File: src/rtl/afr_pkg.sv
// shared constants and types of the api frame receiver
package afr_pkg;

    localparam int unsigned POS_W      = 17;
    localparam int unsigned LEN_W      = 16;
    localparam int unsigned BYTE_W     = 8;
    localparam int unsigned ADDR_W     = 64;
    localparam int unsigned CFG_IDX_W  = 1;

    localparam logic [BYTE_W-1:0] START_MARK   = 8'h7E;
    localparam logic [BYTE_W-1:0] ESCAPE_MARK  = 8'h7D;
    localparam logic [BYTE_W-1:0] ESCAPE_FLIP  = 8'h20;
    localparam logic [BYTE_W-1:0] SUM_BASE     = 8'hFF;
    localparam logic [LEN_W-1:0]  HEADER_BYTES = 16'd12;

    localparam logic [POS_W-1:0] POS_HUNT       = 17'd0;
    localparam logic [POS_W-1:0] POS_LEN_HI     = 17'd1;
    localparam logic [POS_W-1:0] POS_LEN_LO     = 17'd2;
    localparam logic [POS_W-1:0] POS_TYPE       = 17'd3;
    localparam logic [POS_W-1:0] POS_STATUS     = 17'd8;
    localparam logic [POS_W-1:0] POS_STATUS_END = 17'd10;
    localparam logic [POS_W-1:0] POS_ADDR_END   = 17'd11;
    localparam logic [POS_W-1:0] POS_PAYLOAD    = 17'd15;
    localparam logic [POS_W-1:0] POS_TAIL       = 17'd2;

    localparam logic [BYTE_W-1:0] RECEIVE_TYPE_RESET = 8'h90;
    localparam logic [BYTE_W-1:0] STATUS_TYPE_RESET  = 8'h8B;

    typedef enum logic [CFG_IDX_W-1:0] {
        REG_RECEIVE_TYPE = 1'b0,
        REG_STATUS_TYPE  = 1'b1
    } cfg_reg_t;

    typedef enum logic {
        KIND_PAYLOAD = 1'b0,
        KIND_REPORT  = 1'b1
    } result_kind_t;

    typedef struct packed {
        result_kind_t        result_kind;
        logic [BYTE_W-1:0]   payload_byte;
        logic [LEN_W-1:0]    payload_index;
        logic [BYTE_W-1:0]   frame_kind_code;
        logic [ADDR_W-1:0]   sender_address;
        logic [BYTE_W-1:0]   delivery_status;
        logic [LEN_W-1:0]    payload_length;
        logic                checksum_ok;
    } afr_result_t;

endpackage

File: src/rtl/afr_in_if.sv
// input channel carrying one received serial byte per item
interface afr_in_if;
    logic       valid;
    logic       ready;
    logic [7:0] rx_byte;

    modport source (output valid, output rx_byte, input ready);
    modport sink (input valid, input rx_byte, output ready);
endinterface

File: src/rtl/afr_out_if.sv
// output channel carrying payload bytes and end of frame reports
interface afr_out_if;
    logic        valid;
    logic        ready;
    logic        result_kind;
    logic [7:0]  payload_byte;
    logic [15:0] payload_index;
    logic [7:0]  frame_kind_code;
    logic [63:0] sender_address;
    logic [7:0]  delivery_status;
    logic [15:0] payload_length;
    logic        checksum_ok;

    modport source (
        output valid, output result_kind, output payload_byte, output payload_index,
        output frame_kind_code, output sender_address, output delivery_status,
        output payload_length, output checksum_ok, input ready
    );
    modport sink (
        input valid, input result_kind, input payload_byte, input payload_index,
        input frame_kind_code, input sender_address, input delivery_status,
        input payload_length, input checksum_ok, output ready
    );
endinterface

File: src/rtl/api_frame_receiver_core.sv
// top level: escaped api frame parser with registered result output
// Takes one serial byte per cycle unless the output stalls and parses escaped
// API frames: hunts for the 0x7E start byte, undoes 0x7D escaping, and reads
// length, type and body. Each payload byte of a receive frame comes out as an
// item with its index; each frame ends with one report item (type, last
// delivery status, last sender address, payload length, checksum match). Every
// byte is handled in the cycle it is accepted; its result sits in a single
// output register: one byte per clock whenever that register is empty or being
// drained, the rate set by downstream ready alone. The user writes type codes
// through the cfg port while the block is idle; the block does not enforce it.
module api_frame_receiver_core (
    input  logic                            clk,
    input  logic                            rst_n,
    afr_in_if.sink                          rx_in,
    afr_out_if.source                       res_out,
    input  logic                            cfg_we,
    input  logic [afr_pkg::CFG_IDX_W-1:0]   cfg_index,
    input  logic [afr_pkg::BYTE_W-1:0]      cfg_data
);
    import afr_pkg::*;

    logic [BYTE_W-1:0] receive_code_reg;
    logic [BYTE_W-1:0] status_code_reg;

    logic [POS_W-1:0]  pos_reg, pos_next;
    logic [LEN_W-1:0]  len_reg, len_next;
    logic [BYTE_W-1:0] kind_reg, kind_next;
    logic [BYTE_W-1:0] sum_reg, sum_next;
    logic              esc_reg, esc_next;
    logic [ADDR_W-1:0] addr_reg, addr_next;
    logic [BYTE_W-1:0] status_reg, status_next;

    logic              out_valid_reg;
    afr_result_t       out_item_reg;

    logic              accept;
    logic              emit;
    afr_result_t       item;
    logic [BYTE_W-1:0] b;
    logic [POS_W-1:0]  last_data;
    logic [POS_W-1:0]  pos_inc;
    logic [POS_W-1:0]  pay_off;
    logic              is_status;
    logic              is_receive;

    assign rx_in.ready = !out_valid_reg || res_out.ready;
    assign accept      = rx_in.valid && rx_in.ready;
    assign last_data   = {1'b0, len_reg} + POS_TAIL;
    assign pos_inc     = pos_reg + POS_W'(1);
    assign pay_off     = pos_reg - POS_PAYLOAD;
    assign is_status   = (kind_reg == status_code_reg);
    assign is_receive  = (kind_reg == receive_code_reg);

    always_comb
    begin
        pos_next    = pos_reg;
        len_next    = len_reg;
        kind_next   = kind_reg;
        sum_next    = sum_reg;
        esc_next    = esc_reg;
        addr_next   = addr_reg;
        status_next = status_reg;
        emit        = 1'b0;
        item        = '0;
        b           = rx_in.rx_byte;

        if (esc_reg || pos_reg == POS_HUNT || rx_in.rx_byte != ESCAPE_MARK)
        begin
            if (esc_reg)
            begin
                b        = rx_in.rx_byte ^ ESCAPE_FLIP;
                esc_next = 1'b0;
            end
            if (pos_reg == POS_HUNT)
            begin
                if (b == START_MARK)
                begin
                    pos_next = POS_LEN_HI;
                    sum_next = '0;
                end
            end
            else if (pos_reg == POS_LEN_HI)
            begin
                len_next = {{(LEN_W-BYTE_W){1'b0}}, b};
                pos_next = POS_LEN_LO;
            end
            else if (pos_reg == POS_LEN_LO)
            begin
                len_next = {len_reg[BYTE_W-1:0], b};
                pos_next = POS_TYPE;
            end
            else if (pos_reg == POS_TYPE)
            begin
                kind_next = b;
                sum_next  = sum_reg + b;
                pos_next  = pos_inc;
            end
            else if ((is_status && pos_reg >= POS_STATUS_END)
                     || (!is_status && pos_reg > last_data
                         && (!is_receive || pos_reg >= POS_PAYLOAD)))
            begin
                emit                 = 1'b1;
                item.result_kind     = KIND_REPORT;
                item.frame_kind_code = kind_reg;
                item.sender_address  = addr_reg;
                item.delivery_status = status_reg;
                item.payload_length  = (len_reg >= HEADER_BYTES) ? len_reg - HEADER_BYTES
                                                                 : '0;
                item.checksum_ok     = ((SUM_BASE - sum_reg) == b);
                pos_next             = POS_HUNT;
                sum_next             = '0;
            end
            else
            begin
                sum_next = sum_reg + b;
                pos_next = pos_inc;
                if (is_status)
                begin
                    if (pos_reg == POS_STATUS)
                    begin
                        status_next = b;
                    end
                end
                else if (is_receive)
                begin
                    if (pos_reg <= POS_ADDR_END)
                    begin
                        addr_next = {addr_reg[ADDR_W-BYTE_W-1:0], b};
                    end
                    else if (pos_reg >= POS_PAYLOAD)
                    begin
                        emit               = 1'b1;
                        item.result_kind   = KIND_PAYLOAD;
                        item.payload_byte  = b;
                        item.payload_index = pay_off[LEN_W-1:0];
                    end
                end
            end
        end
        else
        begin
            esc_next = 1'b1;
        end
    end

    always_ff @(posedge clk or negedge rst_n)
    begin
        if (!rst_n)
        begin
            receive_code_reg <= RECEIVE_TYPE_RESET;
            status_code_reg  <= STATUS_TYPE_RESET;
        end
        else if (cfg_we)
        begin
            case (cfg_reg_t'(cfg_index))
                REG_RECEIVE_TYPE: receive_code_reg <= cfg_data;
                REG_STATUS_TYPE:  status_code_reg  <= cfg_data;
                default:          ;
            endcase
        end
    end

    always_ff @(posedge clk or negedge rst_n)
    begin
        if (!rst_n)
        begin
            pos_reg    <= POS_HUNT;
            len_reg    <= '0;
            kind_reg   <= '0;
            sum_reg    <= '0;
            esc_reg    <= 1'b0;
            addr_reg   <= '0;
            status_reg <= '0;
        end
        else if (accept)
        begin
            pos_reg    <= pos_next;
            len_reg    <= len_next;
            kind_reg   <= kind_next;
            sum_reg    <= sum_next;
            esc_reg    <= esc_next;
            addr_reg   <= addr_next;
            status_reg <= status_next;
        end
    end

    always_ff @(posedge clk or negedge rst_n)
    begin
        if (!rst_n)
        begin
            out_valid_reg <= 1'b0;
        end
        else if (accept)
        begin
            out_valid_reg <= emit;
        end
        else if (res_out.ready)
        begin
            out_valid_reg <= 1'b0;
        end
    end

    always_ff @(posedge clk)
    begin
        if (accept && emit)
        begin
            out_item_reg <= item;
        end
    end

    assign res_out.valid           = out_valid_reg;
    assign res_out.result_kind     = out_item_reg.result_kind;
    assign res_out.payload_byte    = out_item_reg.payload_byte;
    assign res_out.payload_index   = out_item_reg.payload_index;
    assign res_out.frame_kind_code = out_item_reg.frame_kind_code;
    assign res_out.sender_address  = out_item_reg.sender_address;
    assign res_out.delivery_status = out_item_reg.delivery_status;
    assign res_out.payload_length  = out_item_reg.payload_length;
    assign res_out.checksum_ok     = out_item_reg.checksum_ok;

    // an escape is only armed inside a frame
    a_esc_in_frame: assert property (@(posedge clk) disable iff (!rst_n)
        esc_reg |-> pos_reg != POS_HUNT)
        else $error("escape pending while hunting");

    // a report returns the parser to hunting with a cleared sum
    a_report_resets: assert property (@(posedge clk) disable iff (!rst_n)
        (accept && emit && item.result_kind == KIND_REPORT)
        |=> (pos_reg == POS_HUNT && sum_reg == '0))
        else $error("report did not restart hunting");

    // payload items only come from receive frames
    a_payload_receive: assert property (@(posedge clk) disable iff (!rst_n)
        (accept && emit && item.result_kind == KIND_PAYLOAD)
        |-> (is_receive && !is_status && pos_reg >= POS_PAYLOAD))
        else $error("payload item outside a receive frame");

    // a held result blocks intake until it is taken
    a_hold_blocks: assert property (@(posedge clk) disable iff (!rst_n)
        (out_valid_reg && !res_out.ready) |-> !accept)
        else $error("item accepted over a stalled result");

endmodule

File: src/flat_wrapper.sv
// flat-port wrapper written by rule: the top's interface ports become plain ports
module api_frame_receiver_core_flat import afr_pkg::*;
  (clk, rst_n, cfg_we, cfg_index, cfg_data, rx_in_valid, rx_in_rx_byte, rx_in_ready, res_out_valid, res_out_result_kind, res_out_payload_byte, res_out_payload_index, res_out_frame_kind_code, res_out_sender_address, res_out_delivery_status, res_out_payload_length, res_out_checksum_ok, res_out_ready);
  afr_in_if rx_in_i ();
  afr_out_if res_out_i ();
  input  logic clk;
  input  logic rst_n;
  input  logic cfg_we;
  input  logic [afr_pkg::CFG_IDX_W-1:0] cfg_index;
  input  logic [afr_pkg::BYTE_W-1:0] cfg_data;
  input wire logic [$bits(rx_in_i.valid)-1:0] rx_in_valid;
  input wire logic [$bits(rx_in_i.rx_byte)-1:0] rx_in_rx_byte;
  output wire logic [$bits(rx_in_i.ready)-1:0] rx_in_ready;
  output wire logic [$bits(res_out_i.valid)-1:0] res_out_valid;
  output wire logic [$bits(res_out_i.result_kind)-1:0] res_out_result_kind;
  output wire logic [$bits(res_out_i.payload_byte)-1:0] res_out_payload_byte;
  output wire logic [$bits(res_out_i.payload_index)-1:0] res_out_payload_index;
  output wire logic [$bits(res_out_i.frame_kind_code)-1:0] res_out_frame_kind_code;
  output wire logic [$bits(res_out_i.sender_address)-1:0] res_out_sender_address;
  output wire logic [$bits(res_out_i.delivery_status)-1:0] res_out_delivery_status;
  output wire logic [$bits(res_out_i.payload_length)-1:0] res_out_payload_length;
  output wire logic [$bits(res_out_i.checksum_ok)-1:0] res_out_checksum_ok;
  input wire logic [$bits(res_out_i.ready)-1:0] res_out_ready;
  assign rx_in_i.valid = rx_in_valid;
  assign rx_in_i.rx_byte = rx_in_rx_byte;
  assign rx_in_ready = rx_in_i.ready;
  assign res_out_valid = res_out_i.valid;
  assign res_out_result_kind = res_out_i.result_kind;
  assign res_out_payload_byte = res_out_i.payload_byte;
  assign res_out_payload_index = res_out_i.payload_index;
  assign res_out_frame_kind_code = res_out_i.frame_kind_code;
  assign res_out_sender_address = res_out_i.sender_address;
  assign res_out_delivery_status = res_out_i.delivery_status;
  assign res_out_payload_length = res_out_i.payload_length;
  assign res_out_checksum_ok = res_out_i.checksum_ok;
  assign res_out_i.ready = res_out_ready;
  api_frame_receiver_core u_core (.clk(clk), .rst_n(rst_n), .rx_in(rx_in_i), .res_out(res_out_i), .cfg_we(cfg_we), .cfg_index(cfg_index), .cfg_data(cfg_data));
endmodule
File: config.mk
export PLATFORM = sky130hd
export DESIGN_NAME = api_frame_receiver_core_flat
export DESIGN_NICKNAME = d
export VERILOG_FILES = /design/src/rtl/afr_pkg.sv /design/src/rtl/afr_in_if.sv /design/src/rtl/afr_out_if.sv /design/src/rtl/api_frame_receiver_core.sv /design/src/flat_wrapper.sv
export SDC_FILE = /design/constraint.sdc
export NUM_CORES = 1
export LEC_CHECK = 0
export BUFFER_PORTS_ARGS = -buffer_cell sky130_fd_sc_hd__buf_2
export CAP_MARGIN = 20
export CORE_AREA = 2 2 166 168
export CTS_CLUSTER_SIZE = 20
export DETAILED_ROUTE_END_ITERATION = 10
export DIE_AREA = 0 0 168 170
export SKIP_CTS_REPAIR_TIMING = 1
export SLEW_MARGIN = 10
export SYNTH_ARGS = -nofsm -noshare
export SYNTH_HDL_FRONTEND = slang
export SYNTH_SLANG_ARGS = --single-unit
export TNS_END_PERCENT = 5
File: constraint.sdc
create_clock -name clk -period 38.4 [get_ports clk]
set_input_delay 7.68 -clock clk [delete_from_list [all_inputs] [get_ports clk]]
set_output_delay 7.68 -clock clk [all_outputs]
set_load 0.1 [all_outputs]
==> flow_metrics.env <==
export IMPL_status="completed"
export IMPL_setup_ws_ns=22.38
export IMPL_slew_limit_headroom_pct=29.5
export IMPL_antenna_left=0
export IMPL_cap_violations=0
export IMPL_crit_chain="buf_2 > nand2b_1 > buf_2"
export IMPL_p_leak_nw=6.11
export IMPL_p_sw_mw=0.270
export IMPL_crit_path_frequent_cell="buf_2"
export IMPL_critPathLaunchType="input port"
export IMPL_drt_iter0_drc=489
export IMPL_vdd_drop_max_mv=0.0321
export IMPL_routabilityCongestion=0.862
export IMPL_antenna_found_initial=1
export IMPL_n_fill_cell=2370
export IMPL_synth_cell_types=59
export IMPL_worstPathRequired_ns=30.72
export IMPL_synthTopCellsByArea="edfxtp_1 31%, dfrtp_1 28%, mux2_2 6.9%"
export IMPL_initial_core_util_pct=44.5
export IMPL_holdPathStages=1
export IMPL_p_int_mw=0.548
export IMPL_die_area_mm2=0.0286
export IMPL_clk_pin_slew_ns=0.05
export IMPL_hold_end="u_core.addr_reg[63]"
export IMPL_clk_latency_ns=0.56
export IMPL_share_seq_of_total_power_pct=43.6
export IMPL_worstPathArrival_ns=8.34
export IMPL_io_pins=146
export IMPL_rsz0062_at_grt="false"
export IMPL_synth_seq_cells=261
export IMPL_portBuffers=145
export IMPL_clock_root_buffer="clkbuf_16"
export IMPL_grt_pass1_wl_um=41200
export IMPL_htree_levels=1
export IMPL_drc_errors=0
export IMPL_slowest_stage="buf_2"
export IMPL_fin_tns_setup_ns=0
export IMPL_multi_input_area_mm2=0.00438
export IMPL_finalCriticalPeriod_ns=16.02
export IMPL_switching_share_pct=33.0
export IMPL_synth_area_leader_cell="edfxtp_1"
export IMPL_hold_viol=0
export IMPL_placed_area_mm2=0.0128
export IMPL_seq_area_mm2=0.00715
export IMPL_min_from="u_core.addr_reg[63]"
export IMPL_grt_usage_pct=18.2
export IMPL_ys_seq_area_share_pct=60.3
export IMPL_cts_sinks=261
export IMPL_r2r_start="u_core.len_reg[4]"
export IMPL_fin_skew_ns=0.0200
export IMPL_fin_crit_sh_pct=41.7
export IMPL_grt_max_degree=92
export IMPL_whs_ns=0.485
export IMPL_yosysMostFrequentCell="dfrtp_1"
export IMPL_worst_setup_path_end_kind="primary output"
export IMPL_slew_violations=0
export IMPL_synthCells=954
export IMPL_cts_made_buffers=29
export IMPL_worst_pin_slew_ns=1.04
export IMPL_yosys_area_top_type_share_pct=30.9
export IMPL_r2r_setup_slack_ns=33.13
export IMPL_tritoncts="built"
export IMPL_syn_mean_instance_area_um2=12.4
export IMPL_area_delta_synth_final_pct=16.1
export IMPL_die_w_um=168
export IMPL_nNetsFinal=1137
export IMPL_layout_drive_gt1_share_pct=26.3
export IMPL_wl_um=25700
export IMPL_async_flop_share_pct=53.3
export IMPL_max_freq_mhz=62.4
export IMPL_synth_nets=1007
export IMPL_pre_cts_slack_ns=22.38
export IMPL_hp_class="reg2reg"
export IMPL_worstSetupPathType="in2out"
export IMPL_dp_hpwl_um=17100
export IMPL_ff2ff_path_depth=15
export IMPL_cpPeakStageDelay_ns=0.44
export IMPL_r2r_end="u_core.res_out.sender_address[38]"
export IMPL_synth_edf_count=122
export IMPL_crit_fanout=3
export IMPL_grt_overflow_total=0
export IMPL_via_count=7540
export IMPL_power_frac_clock_pct=33.0
export IMPL_synth_common_cells="133 x dfrtp_1, 122 x edfxtp_1, 83 x and2_1"
export IMPL_yosysWarnings=0
export IMPL_first_global_vias=7304
export IMPL_synthFlopType="dfrtp_1"
export IMPL_synth_area_mm2=0.0119
export IMPL_coreArea_mm2=0.0267
export IMPL_combPwrFrac_pct=23.4
export IMPL_setup_viol=0
export IMPL_vias_per_cell=5.20
export IMPL_rows=60
export IMPL_fin_area_mm2=0.0138
export IMPL_drt_wirelength_per_cell_um=17.8
export IMPL_clk_path_buf_depth=3
export IMPL_powerDensity_mw_per_mm2=59.5
export IMPL_first_pass_iters=5
export IMPL_die_h_um=170
==> logic make-up after synthesis <==
| kind of cell | share of synthesized area [%] |
|---|---|
| XOR/XNOR | 5.02 |
| flip-flops | 60.3 |
| AND/OR/NAND/NOR | 15.0 |
| AO/OA/AOI/OAI | 4.75 |
| adder cells (fa/ha/maj) | 3.34 |
| buffers and inverters | 2.98 |
| multiplexers | 8.61 |
==> layer usage <==
| metal | track usage [%] | vias up | share of wire, % |
|---|---|---|---|
| li1 | - | 3634 | - |
| met1 | 27.0 | 3677 | 48 |
| met5 | 0 | - | 0 |
| met2 | 27.6 | 196 | 45 |
| met3 | 3.56 | 33 | 5.5 |
| met4 | 4.84 | 0 | 1.8 |
==> per-stage QoR <==
step,cells,utilization (%),power (mW)
2_1_floorplan,954,-,0.503
3_3_place_gp,1394,48.1,0.549
3_5_place_dp,1394,48.1,0.552
4_1_cts,1448,51.6,0.826
5_1_grt,1448,51.6,0.863
6_report,1449,51.6,0.818
==> worst max-delay path by stage <==
stage / startpoint / to / slack (ns) / cells after the start
finish: res_out_ready / rx_in_ready / 22.38 / 3
global route: res_out_ready / rx_in_ready / 22.36 / 3
CTS: res_out_ready / rx_in_ready / 22.38 / 3
detailed placement: res_out_ready / rx_in_ready / 22.38 / 3
global placement: res_out_ready / rx_in_ready / 22.40 / 3
floorplan: res_out_ready / u_core.res_out.checksum_ok / 19.80 / 3
==> cell usage in the layout (no fill, tap or decap), types with 3 or more instances in the layout <==
master,count
nor4_1,7
o2bb2ai_1,3
and4_1,5
inv_1,22
or3_1,7
nor2_1,71
a211oi_1,4
nor2b_1,3
nand2_1,76
clkbuf_1,8
a22o_1,3
nand2b_1,4
nand4_1,13
nand3_1,25
and2_1,83
mux2_2,73
buf_2,144
or4_1,3
xor2_1,26
dfstp_2,6
and3_1,9
a31oi_1,4
buf_4,5
xnor2_1,42
o31ai_1,3
nor3_1,19
clkbuf_16,30
mux2_1,15
dfrtp_1,133
o21ai_0,31
a21oi_1,16
edfxtp_1,122
clkinv_2,5
ha_1,30
a21o_1,5
clkbuf_8,4
==> critical path, delay by kind of cell <==
| kind | cells | cell delay, ns |
|---|---|---|
| simple gates | 1 | 0.14 |
| buf+inv | 2 | 0.52 |
==> area by class of cell <==
cell class | instances | share of cell area [%]
multi-input combinational | 620 | 31.8
clock buffer | 42 | 6.07
timing repair buffer | 150 | 5.59
antenna | 1 | 0.0182
inverter | 22 | 0.600
clock inverter | 12 | 0.809
sequential | 261 | 52.0
tap | 341 | 3.10
==> power by group through the flow <==
stage,registers (mW),logic (mW),clock network (mW)
2_1_floorplan,0.364,0.139,0
4_1_cts,0.356,0.192,0.278
3_5_place_dp,0.362,0.191,0
6_report,0.357,0.191,0.270
5_1_grt,0.361,0.214,0.288
3_3_place_gp,0.361,0.189,0
No activity file was read; power rests on OpenSTA's default activity.
